### src/rtl/pva_pkg.sv
// Shared types and codes for the polyphonic voice allocator.
package pva_pkg;

   localparam logic [1:0] KIND_NOTE_ON  = 2'd0;
   localparam logic [1:0] KIND_NOTE_OFF = 2'd1;
   localparam logic [1:0] KIND_ENERGY   = 2'd2;
   localparam logic [1:0] KIND_FINISH   = 2'd3;

   localparam logic [1:0] ACT_NONE     = 2'd0;
   localparam logic [1:0] ACT_STARTED  = 2'd1;
   localparam logic [1:0] ACT_RELEASED = 2'd2;
   localparam logic [1:0] ACT_UPDATED  = 2'd3;

   localparam logic [15:0] CEILING_RESET = 16'd32000;

   typedef enum logic [1:0] {
      OP_START   = 2'd0,
      OP_RELEASE = 2'd1,
      OP_ENERGY  = 2'd2,
      OP_FINISH  = 2'd3
   } cell_op_type;

   typedef struct packed {
      logic [1:0]  kind;
      logic [6:0]  note;
      logic [3:0]  channel;
      logic [2:0]  voice_index;
      logic [15:0] energy_level;
   } req_word_type;

   typedef struct packed {
      logic [1:0] action;
      logic [2:0] voice;
      logic       stolen;
   } rsp_word_type;

   typedef struct packed {
      logic        active;
      logic        releasing;
      logic [6:0]  note;
      logic [3:0]  channel;
      logic [15:0] energy;
   } voice_rec_type;

   typedef struct packed {
      logic        valid;
      cell_op_type op;
      logic [6:0]  note;
      logic [3:0]  channel;
      logic [15:0] energy;
   } cell_cmd_type;

   typedef struct packed {
      logic free_found;
      logic free_sounding;
      logic rel_found;
      logic off_found;
   } scan_flags_type;

endpackage

### src/rtl/pva_cell.sv
// One voice cell of the rotating ring: holds a voice record and its tag.
module pva_cell #(
   parameter int IW = 3,
   parameter int ID = 0
) (
   input  logic                   clock,
   input  logic                   reset,
   input  logic                   shift,
   input  pva_pkg::voice_rec_type rec_next,
   input  logic [IW-1:0]          tag_next,
   input  pva_pkg::cell_cmd_type  cmd,
   input  logic [IW-1:0]          cmd_tag,
   output pva_pkg::voice_rec_type rec_out,
   output logic [IW-1:0]          tag_out
);

   pva_pkg::voice_rec_type rec_ff, rec_in;
   logic [IW-1:0]          tag_ff, tag_in;

   always_comb begin
      rec_in = rec_ff;
      tag_in = tag_ff;
      if (shift) begin
         rec_in = rec_next;
         tag_in = tag_next;
      end else if (cmd.valid && cmd_tag == tag_ff) begin
         case (cmd.op)
            pva_pkg::OP_START: begin
               rec_in.active    = 1'b1;
               rec_in.releasing = 1'b0;
               rec_in.note      = cmd.note;
               rec_in.channel   = cmd.channel;
               rec_in.energy    = '0;
            end
            pva_pkg::OP_RELEASE: begin
               rec_in.releasing = 1'b1;
            end
            pva_pkg::OP_ENERGY: begin
               rec_in.energy = cmd.energy;
            end
            pva_pkg::OP_FINISH: begin
               // channel is left as it was
               rec_in.active    = 1'b0;
               rec_in.releasing = 1'b0;
               rec_in.note      = '0;
               rec_in.energy    = '0;
            end
            default: begin
               rec_in = rec_ff;
            end
         endcase
      end
   end

   always_ff @(posedge clock) begin
      if (reset) begin
         rec_ff <= '0;
         tag_ff <= IW'(ID);
      end else begin
         rec_ff <= rec_in;
         tag_ff <= tag_in;
      end
   end

   assign rec_out = rec_ff;
   assign tag_out = tag_ff;

endmodule

### src/rtl/pva_scan.sv
// Head-of-ring evaluator: gathers free, steal, highest-note and note-off picks.
module pva_scan #(
   parameter int IW = 3
) (
   input  logic                    clock,
   input  logic                    reset,
   input  logic                    clear,
   input  logic                    step,
   input  pva_pkg::voice_rec_type  head,
   input  logic [IW-1:0]           head_tag,
   input  logic [6:0]              note,
   input  logic [3:0]              channel,
   input  logic [15:0]             ceiling,
   output pva_pkg::scan_flags_type flags,
   output logic [IW-1:0]           free_idx,
   output logic [IW-1:0]           rel_idx,
   output logic [IW-1:0]           max_idx,
   output logic [IW-1:0]           off_idx
);

   pva_pkg::scan_flags_type flags_ff, flags_in;
   logic [IW-1:0] free_idx_ff, free_idx_in;
   logic [IW-1:0] rel_idx_ff, rel_idx_in;
   logic [IW-1:0] max_idx_ff, max_idx_in;
   logic [IW-1:0] off_idx_ff, off_idx_in;
   logic [15:0]   emin_ff, emin_in;
   logic [6:0]    nmax_ff, nmax_in;

   always_comb begin
      flags_in    = flags_ff;
      free_idx_in = free_idx_ff;
      rel_idx_in  = rel_idx_ff;
      max_idx_in  = max_idx_ff;
      off_idx_in  = off_idx_ff;
      emin_in     = emin_ff;
      nmax_in     = nmax_ff;
      if (clear) begin
         flags_in    = '0;
         free_idx_in = '0;
         rel_idx_in  = '0;
         max_idx_in  = '0;
         off_idx_in  = '0;
         emin_in     = ceiling;
         nmax_in     = '0;
      end else if (step) begin
         // first idle voice or one already on this note
         if (!flags_ff.free_found && (!head.active || head.note == note)) begin
            flags_in.free_found    = 1'b1;
            flags_in.free_sounding = head.active;
            free_idx_in            = head_tag;
         end
         // strict compare keeps the lowest index on ties
         if (head.releasing && head.energy < emin_ff) begin
            flags_in.rel_found = 1'b1;
            emin_in            = head.energy;
            rel_idx_in         = head_tag;
         end
         if (head.note > nmax_ff) begin
            nmax_in    = head.note;
            max_idx_in = head_tag;
         end
         if (!flags_ff.off_found && head.note == note && head.channel == channel &&
             head.active && !head.releasing) begin
            flags_in.off_found = 1'b1;
            off_idx_in         = head_tag;
         end
      end
   end

   always_ff @(posedge clock) begin
      if (reset) begin
         flags_ff <= '0;
      end else begin
         flags_ff <= flags_in;
      end
   end

   always_ff @(posedge clock) begin
      free_idx_ff <= free_idx_in;
      rel_idx_ff  <= rel_idx_in;
      max_idx_ff  <= max_idx_in;
      off_idx_ff  <= off_idx_in;
      emin_ff     <= emin_in;
      nmax_ff     <= nmax_in;
   end

   assign flags    = flags_ff;
   assign free_idx = free_idx_ff;
   assign rel_idx  = rel_idx_ff;
   assign max_idx  = max_idx_ff;
   assign off_idx  = off_idx_ff;

endmodule

### src/rtl/polyphonic_voice_allocator.sv
// Voice allocator with voice stealing built as a rotating ring of voice cells.
// Idle takes start, scan turns the ring, decide registers the result strobe.
// Busy until done; the ring turns once per event, one cell a cycle.
// The result is shown for one cycle only; the receiver cannot stall it.
// Reset (synchronous): all voices idle with zero note, channel and energy; ceiling 32000.
module polyphonic_voice_allocator #(
   parameter int VOICES = 8
) (
   input  logic                  clock,
   input  logic                  reset,
   input  logic                  start,
   output logic                  busy,
   input  pva_pkg::req_word_type req_data,
   output logic                  rsp_valid,
   output pva_pkg::rsp_word_type rsp_data,
   input  logic                  csr_valid,
   output logic                  csr_ready,
   input  logic [15:0]           csr_data
);

   localparam int IW = (VOICES > 1) ? $clog2(VOICES) : 1;

   typedef enum logic [2:0] {
      ST_IDLE   = 3'b001,
      ST_SCAN   = 3'b010,
      ST_DECIDE = 3'b100
   } state_type;

   state_type state_ff, state_in;
   logic [IW-1:0] cnt_ff, cnt_in;
   pva_pkg::req_word_type req_ff;
   logic [15:0] ceiling_ff;
   logic rsp_valid_ff;
   pva_pkg::rsp_word_type rsp_data_ff, rsp_data_in;

   logic accept;
   logic shift;

   pva_pkg::voice_rec_type rec [VOICES];
   logic [IW-1:0]          tag [VOICES];

   pva_pkg::cell_cmd_type cmd;
   logic [IW-1:0]         cmd_tag;

   pva_pkg::scan_flags_type flags;
   logic [IW-1:0] free_idx, rel_idx, max_idx, off_idx;
   logic vi_ok;

   assign accept    = start && !busy;
   assign busy      = (state_ff != ST_IDLE);
   assign shift     = (state_ff == ST_SCAN);
   assign csr_ready = 1'b1;

   always_ff @(posedge clock) begin
      if (reset) begin
         ceiling_ff <= pva_pkg::CEILING_RESET;
      end else if (csr_valid && csr_ready) begin
         ceiling_ff <= csr_data;
      end
   end

   always_ff @(posedge clock) begin
      if (accept) begin
         req_ff <= req_data;
      end
   end

   // ring of cells: each hands its record to the one below, cell 0 wraps to the top
   for (genvar i = 0; i < VOICES; i++) begin : g_cell
      localparam int NX = (i + 1) % VOICES;
      pva_cell #(
         .IW(IW),
         .ID(i)
      ) u_cell (
         .clock   (clock),
         .reset   (reset),
         .shift   (shift),
         .rec_next(rec[NX]),
         .tag_next(tag[NX]),
         .cmd     (cmd),
         .cmd_tag (cmd_tag),
         .rec_out (rec[i]),
         .tag_out (tag[i])
      );
   end

   pva_scan #(
      .IW(IW)
   ) u_scan (
      .clock   (clock),
      .reset   (reset),
      .clear   (accept),
      .step    (shift),
      .head    (rec[0]),
      .head_tag(tag[0]),
      .note    (req_ff.note),
      .channel (req_ff.channel),
      .ceiling (ceiling_ff),
      .flags   (flags),
      .free_idx(free_idx),
      .rel_idx (rel_idx),
      .max_idx (max_idx),
      .off_idx (off_idx)
   );

   assign vi_ok = (32'(req_ff.voice_index) < VOICES);

   // decide the target and broadcast the update once the ring is back home
   always_comb begin
      cmd         = '0;
      cmd.op      = pva_pkg::OP_START;
      cmd.note    = req_ff.note;
      cmd.channel = req_ff.channel;
      cmd.energy  = req_ff.energy_level;
      cmd_tag     = '0;
      rsp_data_in = '0;
      case (req_ff.kind)
         pva_pkg::KIND_NOTE_ON: begin
            cmd.op = pva_pkg::OP_START;
            if (flags.free_found) begin
               cmd_tag            = free_idx;
               rsp_data_in.stolen = flags.free_sounding;
            end else begin
               cmd_tag            = flags.rel_found ? rel_idx : max_idx;
               rsp_data_in.stolen = 1'b1;
            end
            cmd.valid          = 1'b1;
            rsp_data_in.action = pva_pkg::ACT_STARTED;
            rsp_data_in.voice  = 3'(cmd_tag);
         end
         pva_pkg::KIND_NOTE_OFF: begin
            cmd.op  = pva_pkg::OP_RELEASE;
            cmd_tag = off_idx;
            if (flags.off_found) begin
               cmd.valid          = 1'b1;
               rsp_data_in.action = pva_pkg::ACT_RELEASED;
               rsp_data_in.voice  = 3'(off_idx);
            end
         end
         default: begin
            cmd.op  = (req_ff.kind == pva_pkg::KIND_ENERGY) ?
                      pva_pkg::OP_ENERGY : pva_pkg::OP_FINISH;
            cmd_tag = IW'(req_ff.voice_index);
            if (vi_ok) begin
               cmd.valid          = 1'b1;
               rsp_data_in.action = pva_pkg::ACT_UPDATED;
               rsp_data_in.voice  = req_ff.voice_index;
            end
         end
      endcase
      if (state_ff != ST_DECIDE) begin
         cmd.valid = 1'b0;
      end
   end

   always_comb begin
      state_in = state_ff;
      cnt_in   = cnt_ff;
      case (state_ff)
         ST_IDLE: begin
            if (accept) begin
               state_in = ST_SCAN;
               cnt_in   = '0;
            end
         end
         ST_SCAN: begin
            cnt_in = cnt_ff + 1'b1;
            if (cnt_ff == IW'(VOICES - 1)) begin
               state_in = ST_DECIDE;
            end
         end
         ST_DECIDE: begin
            state_in = ST_IDLE;
         end
         default: begin
            state_in = ST_IDLE;
         end
      endcase
   end

   always_ff @(posedge clock) begin
      if (reset) begin
         state_ff     <= ST_IDLE;
         cnt_ff       <= '0;
         rsp_valid_ff <= 1'b0;
      end else begin
         state_ff     <= state_in;
         cnt_ff       <= cnt_in;
         rsp_valid_ff <= (state_ff == ST_DECIDE);
      end
   end

   always_ff @(posedge clock) begin
      if (state_ff == ST_DECIDE) begin
         rsp_data_ff <= rsp_data_in;
      end
   end

   assign rsp_valid = rsp_valid_ff;
   assign rsp_data  = rsp_data_ff;

   a_rsp_when_idle: assert property (@(posedge clock) disable iff (reset)
      rsp_valid |-> !busy)
      else $error("result word while an event is in progress");

   a_rsp_after_decide: assert property (@(posedge clock) disable iff (reset)
      rsp_valid |-> $past(state_ff == ST_DECIDE))
      else $error("result word without a decide cycle");

   a_ring_home: assert property (@(posedge clock) disable iff (reset)
      (state_ff == ST_DECIDE) |-> (tag[0] == '0))
      else $error("ring not back in place at decide");

   a_accept_busy: assert property (@(posedge clock) disable iff (reset)
      accept |=> busy && !rsp_valid)
      else $error("accepted word did not start a scan");

endmodule

### config.mk
export PLATFORM = sky130hd
export DESIGN_NAME = polyphonic_voice_allocator
export DESIGN_NICKNAME = d
export VERILOG_FILES = /design/src/rtl/pva_pkg.sv /design/src/rtl/pva_cell.sv /design/src/rtl/pva_scan.sv /design/src/rtl/polyphonic_voice_allocator.sv
export SDC_FILE = /design/constraint.sdc
export NUM_CORES = 1
export LEC_CHECK = 0
export ABC_AREA = 1
export BUFFER_PORTS_ARGS = -buffer_cell sky130_fd_sc_hd__buf_4
export CAP_MARGIN = 20
export CELL_PAD_IN_SITES_DETAIL_PLACEMENT = 0
export CELL_PAD_IN_SITES_GLOBAL_PLACEMENT = 1
export CORE_MARGIN = 2
export CORE_UTILIZATION = 40
export DETAILED_ROUTE_END_ITERATION = 12
export PLACE_DENSITY = 0.81
export SLEW_MARGIN = 10
export SYNTH_ARGS = -nofsm -noshare
export SYNTH_HDL_FRONTEND = slang
export SYNTH_HIERARCHICAL = 1
export SYNTH_SLANG_ARGS = --single-unit
### constraint.sdc
create_clock -name clock -period 4.3 [get_ports clock]
set_input_delay 0 -clock clock [delete_from_list [all_inputs] [get_ports clock]]
set_output_delay 0 -clock clock [all_outputs]
set_load 0.01 [all_outputs]
# [After elaboration in Yosys (flattened, before gate mapping)]
# Cells that the tools add are included.
[totals] ff_bits=356 input_bits=52 elab_cells=214
[op_classes] addsub=1 order_cmp=2 eq_ne=23 muxes=39 n_reduce_logical=79
[op_table] operator="$mux W29" n=16
[op_table] operator="$reduce_and A2 Y1" n=39
[op_table] operator="$mux W16" n=3
[op_table] operator="$pmux W16 S2" n=1
[op_table] operator="$eq A3 B3 Y1" n=8
[op_table] operator="$pmux W3 S2" n=4
[op_table] operator="$reduce_bool A2 Y1" n=12
[op_table] operator="$lt A16 B16 Y1" n=1
[op_table] operator="$logic_and A1 B1 Y1" n=15
[op_table] operator="$mux W3" n=5
[op_table] operator="$pmux W7 S2" n=1
[op_table] operator="$pmux W5 S2" n=1
[op_table] operator="$reduce_bool A3 Y1" n=3
[op_table] operator="$eq A7 B7 Y1" n=1
[op_table] operator="$gt A7 B7 Y1" n=1
[op_table] operator="$eq A2 B2 Y1 const B" n=3
[op_table] operator="$eq A3 B3 Y1 const B" n=2
[op_table] operator="$logic_not A1 Y1" n=5
[op_table] operator="$mux W5" n=1
[op_table] operator="$eq A2 B1 Y1 const B" n=2
[op_table] operator="$eq A4 B4 Y1" n=1
[op_table] operator="$logic_not A2 Y1" n=2
[op_table] operator="$mux W1" n=4
[op_table] operator="$mux W4" n=1
[op_table] operator="9 further kinds" n=12

# [Depth between registers and ports, before layout]
[depth] ltp_word=8 ltp_mapped=15

# [Cells and area by module]
# Netlist, hierarchy kept.
[modules_own_cells] mod="pva_cell (g_cell[2].u_cell ...)" instances=2 cells_per_inst=249 area_per_inst_um2=1791.7 seq_area_each_um2=640.6
[modules_own_cells] mod="pva_scan" instances=1 cells_per_inst=282 area_per_inst_um2=2289.7 seq_area_each_um2=940.9
[modules_own_cells] mod="polyphonic_voice_allocator" instances=1 cells_per_inst=199 area_per_inst_um2=2227.1 seq_area_each_um2=1601.5
[modules_own_cells] mod="pva_cell (g_cell[6].u_cell)" instances=1 cells_per_inst=249 area_per_inst_um2=2095.8 seq_area_each_um2=640.6
[modules_own_cells] mod="pva_cell (g_cell[0].u_cell)" instances=1 cells_per_inst=249 area_per_inst_um2=2093.3 seq_area_each_um2=640.6
[modules_own_cells] mod="pva_cell (g_cell[3].u_cell)" instances=1 cells_per_inst=249 area_per_inst_um2=1854.3 seq_area_each_um2=640.6
[modules_own_cells] mod="pva_cell (g_cell[1].u_cell)" instances=1 cells_per_inst=249 area_per_inst_um2=1794.2 seq_area_each_um2=640.6
[modules_own_cells] mod="pva_cell (g_cell[5].u_cell)" instances=1 cells_per_inst=249 area_per_inst_um2=1789.2 seq_area_each_um2=640.6
[modules_own_cells] mod="pva_cell (g_cell[7].u_cell)" instances=1 cells_per_inst=249 area_per_inst_um2=1780.5 seq_area_each_um2=640.6

# [Worst setup path after synthesis]
# Ideal clock, no wire load.
[synth_timing] kind="reg-to-reg" startpoint="register state_ff[1]" endpoint="register u_scan.emin_ff[0] (enable)" arrival_time_ns=2.253 path_slack_ns=1.675 path_stages_with_launch=8 path_cell_list="dfxtp_1 -> inv_1 -> nand4_1 -> inv_1 -> buf_2 -> clkinv_1 -> clkbuf_1 -> nand2_1"
[synth_between] elab_chain_cells=5
[synth_rtl] element="from (decl)" line_no="polyphonic_voice_allocator.sv:29" rtl="state_type state_ff, state_in;"
[synth_rtl] element="from (signal assigned)" line_no="polyphonic_voice_allocator.sv:187" rtl="state_ff <= state_in;"
[synth_rtl] element="$ne A3 B1 Y1 (*)" line_no="polyphonic_voice_allocator.sv:50" rtl="assign busy = (state_ff != ST_IDLE);"
[synth_rtl] element="$logic_not A1 Y1 (*)" line_no="polyphonic_voice_allocator.sv:49" rtl="assign accept = start && !busy;"
[synth_rtl] element="$logic_and A1 B1 Y1 (*)" line_no="polyphonic_voice_allocator.sv:49"
[synth_rtl] element="net accept" line_no="polyphonic_voice_allocator.sv:36" rtl="logic accept;"
[synth_rtl] element="$reduce_bool A2 Y1 (no source line)"
[synth_rtl] element="$reduce_and A2 Y1 (no source line) (*)"
[synth_rtl] element="to (signal assigned)" line_no="pva_scan.sv:83" rtl="emin_ff <= emin_in;"
[synth_rtl] element="to (decl)" line_no="pva_scan.sv:26" rtl="logic [15:0] emin_ff, emin_in;"
# The timed path passes the listed nets; every way through them passes the cells marked *.
# A chain may end at the register's enable or synchronous reset.

# [Worst setup path in the final report]
[layout_timing] startpoint="register req_ff[31] (netlist bit)" endpoint="register g_cell[2].u_cell.rec_ff, in the netlist g_cell[2].u_cell/rec_out[10]"
[layout_rtl] element="from (decl)" line_no="polyphonic_voice_allocator.sv:31" rtl="pva_pkg::req_word_type req_ff;"
[layout_rtl] element="from (signal assigned)" line_no="polyphonic_voice_allocator.sv:64" rtl="req_ff <= req_data;"
[layout_rtl] element="$eq A2 B1 Y1 / $logic_not A2 Y1 (equally long branches)" line_no="polyphonic_voice_allocator.sv:117" rtl="case (req_ff.kind)"
[layout_rtl] element="$pmux W3 S2 (*)" line_no="polyphonic_voice_allocator.sv:117"
[layout_rtl] element="net cmd_tag[0]" line_no="polyphonic_voice_allocator.sv:43" rtl="logic [IW-1:0] cmd_tag;"
[layout_rtl] element="$eq A3 B3 Y1 (*)" line_no="pva_cell.sv:26" rtl="end else if (cmd.valid && cmd_tag == tag_ff) begin"
[layout_rtl] element="$logic_and A1 B1 Y1 (*)" line_no="pva_cell.sv:26"
[layout_rtl] element="$reduce_bool A2 Y1 (no source line) (*)"
[layout_rtl] element="$reduce_and A2 Y1 (no source line) (*)"
[layout_rtl] element="to (signal assigned)" line_no="pva_cell.sv:60" rtl="rec_ff <= rec_in;"
[layout_rtl] element="to (decl)" line_no="pva_cell.sv:17" rtl="pva_pkg::voice_rec_type rec_ff, rec_in;"
# The timed path passes the listed nets; every way through them passes the cells marked *. The select of a mux whose other input is x is not followed.

==> flow_metrics.py <==
metrics = {
    "place": {
        "dp_hpwl_mm": 32.1,
        "dp.cells": 2999,
        "placed_area_um2": 19500,
        "pre_cts_ws_ns": 1.55,
        "place_congestion": 0.820,
        "io_buffers": 59,
    },
    "power": {
        "p_per_area_nw_per_um2": 383,
        "peakVddDrop_uv": 339,
        "leakage_nw": 9.07,
        "total_power_mw": 8.26,
    },
    "sta": {
        "fmax_mhz": 363,
        "timing.final.ws_setup_ns": 1.55,
        "fin_crit_sh_pct": 64.0,
        "rsz0062_at_grt": "false",
        "slew_viol_final": 0,
        "setup_tns_ns": 0,
        "finClkSkew_ns": 0.0133,
        "hold_ws_ns": 0.182,
        "hold_violations": 0,
        "finalSetupViolations": 0,
        "min_period_ns": 2.75,
        "slew_headroom_pct": 30.8,
        "tightest_slew_ns": 1.04,
    },
    "synth": {
        "yosys_most_used_dff": "dfxtp_1",
        "synth_edf_count": 54,
        "synth_cell_types": 46,
        "ys_async_sr_fraction_pct": 0,
        "ys_warn_count": 6,
        "synth_seq_cells": 356,
        "synth_top_area_share_pct": 31.0,
        "syn-cell-area_um2": 19500,
        "synth_largest_area_cell": "dfxtp_1",
        "ys_seq_area_share_pct": 39.3,
        "postSynthAreaPerCell_um2": 7.89,
        "synth_fp_nets": 2581,
        "synth.area.top_cells": "dfxtp_1 31%, nand2_1 10%, edfxtp_1 8.3%, a22oi_1 7.0%, nand3_1 6.1%",
        "syn_inst": 2473,
    },
    "layout": {
        "final_cell_mix": "526 x nand2_1, 302 x dfxtp_1, 246 x nor2_1",
        "register_area_um2": 7670,
        "n_antenna_cell": 0,
        "drive_above_1_share_pct": 14.4,
        "mostFrequentLayoutCell": "nand2_1",
        "multi_input_area_um2": 9750,
        "nNetsFinal": 2609,
        "post-route-util_pct": 45.0,
        "syn2layout_area_growth_pct": 10.5,
        "final_cells": 3146,
        "final_area_um2": 21600,
        "fillers": 4683,
    },
    "routing": {
        "vias": 16516,
        "antenna_left": 0,
        "routed_wl_mm": 50.3,
        "wl_per_cell_um": 16.0,
        "drc": 0,
        "viasPerCell": 5.25,
        "first_iter_violations": 1729,
        "firstDrtPassIters": 6,
    },
    "critical_path": {
        "cp.arrival_ns": 3.18,
        "cp-end-kind": "register",
        "crit_required_ns": 4.72,
        "crit_family": "simple AND/OR/NAND/NOR gates",
        "cp_max_fo": 50,
        "r2r_setup_slack_ns": 1.55,
        "reg2reg_from": "req_ff[31]",
        "path_buf_inv": 1,
        "r2r-end": "g_cell[2].u_cell/rec_out[10]",
        "reg2regPathDepth": 13,
        "cp_slowest_stage_delay_ns": 0.54,
        "cp_cell_sequence": "inv_2 -> nand2_2 -> nor2_1 -> nand2_1 -> nand3_1 -> nand2_1 -> nand2_1 -> nor2_1 -> nand2_1 -> nand2_4 -> nand3_1 -> nand2_1 -> nor2_1",
        "cpMaxStageDelayCell": "nand3_1",
        "cpMostUsedCell": "nand2_1",
        "crit_start": "req_ff[31]",
        "cp_num_cells": 13,
        "critPathCapture": "g_cell[2].u_cell/rec_out[10]",
        "crit_path_start_kind": "register",
        "path_class": "register to register",
    },
    "clocking": {
        "cts_buffer_depth": 3,
        "numCtsBuffers": 39,
        "numClockSinks": 356,
        "htreeDepth": 2,
        "clk_latency_ns": 0.54,
        "cts_tree": "built",
        "cts_resized": 0,
        "clockRootBuffer": "clkbuf_16",
        "clk_pin_slew_ns": 0.06,
    },
    "floorplanning": {
        "die_h_um": 225,
        "rows": 80,
        "core_um2": 47900,
        "pin_count": 61,
        "die_w_um": 225,
        "start_util_pct": 40.7,
        "die_area_um2": 50600,
    },
    "outcome": {
        "outcome": "completed",
    },
    "global_routing": {
        "grt_pass1_vias": 15410,
        "grt_max_degree": 88,
        "grt_overflow": 0,
        "grt_usage_pct": 19.7,
        "antenna_found_initial": 0,
        "grt_pass1_wl_mm": 81.8,
    },
    "hold_path": {
        "hp-class": "primary input to register",
    },
    "job": {
        "drv_cap": 0,
    },
}
==> power by group <==
| part | switching [mW] | leakage (nW) | internal (mW) |
|---|---|---|---|
| Clock | 1.38 | 0.666 | 2.12 |
| Sequential | 0.139 | 2.96 | 3.50 |
| Combinational | 0.746 | 5.44 | 0.376 |
| Total | 2.26 | 9.07 | 6.00 |
==> cells in the mapped netlist, types with 8 or more instances <==
master,instances
buf_4,14
nand3_2,18
a22oi_1,181
clkbuf_1,11
a21oi_1,235
o21ai_0,44
nand2_2,13
nor2_8,15
buf_6,62
a21oi_2,64
xnor2_1,8
inv_1,173
ha_1,56
dfxtp_1,302
buf_1,9
nand2_1,526
edfxtp_1,54
nand2_4,24
buf_2,48
nor2_2,59
inv_2,17
nor2_1,246
nand3_1,237
==> final cells by class <==
type / instances / share of cell area, %
multi-input cells: 1766 / 45.2
flip-flops and latches: 356 / 35.6
repair buffers: 145 / 6.06
clock buffers: 56 / 5.39
well taps: 615 / 3.57
inverters: 193 / 3.41
clock inverters: 15 / 0.801
==> kinds of logic (layout without fill, tap and decap cells) <==
group           count (synthesis)  after routing  synth area share [%]
xor+xnor                        9              9                 0.404
compound gates                540            540                  17.8
fa+ha+maj                      56             56                  3.59
buf+inv                       351            409                  10.7
flops                         356            356                  39.3
simple gates                 1160           1160                  28.2
other cells                     1              1                0.0192
==> worst min path at each step <==
stage / from / end / slack (ns) / cells after the start
4_1_cts: req_data[20] / cmd[17] / 0.15 / 2
5_1_grt: req_data[11] / cmd[11] / 0.18 / 2
3_5_place_dp: req_data[24] / cmd[21] / 0.18 / 1
6_report: req_data[24] / cmd[21] / 0.18 / 2
2_1_floorplan: reset / state_ff[1] / 0.07 / 1
3_3_place_gp: req_data[25] / cmd[22] / 0.18 / 1
==> repair_timing <==
item                       4_1_cts  5_1_grt
buffers inserted                 0        0
hold buffers                    74        0
hold endpoints to repair        66        0
setup endpoints to repair        0        0
==> state kept, by name, summed over array words and instances (netlist names), 4 cells and up <==
name	count
g_cell.u_cell/rec_out	232
rsp_data	6
cmd	27
u_scan/nmax_ff	7
ceiling_ff	16
g_cell.u_cell/tag_out	24
u_scan/flags	4
req_ff	5
u_scan/emin_ff	16
==> metal layers <==
metal,up-vias,part of all wire [%],track usage (%)
met5,-,0,0
met4,0,2.5,6.24
met3,90,4.7,2.14
met2,423,45,31.2
met1,7685,48,28.0
li1,8318,-,-
No activity file was read; power rests on OpenSTA's default activity.
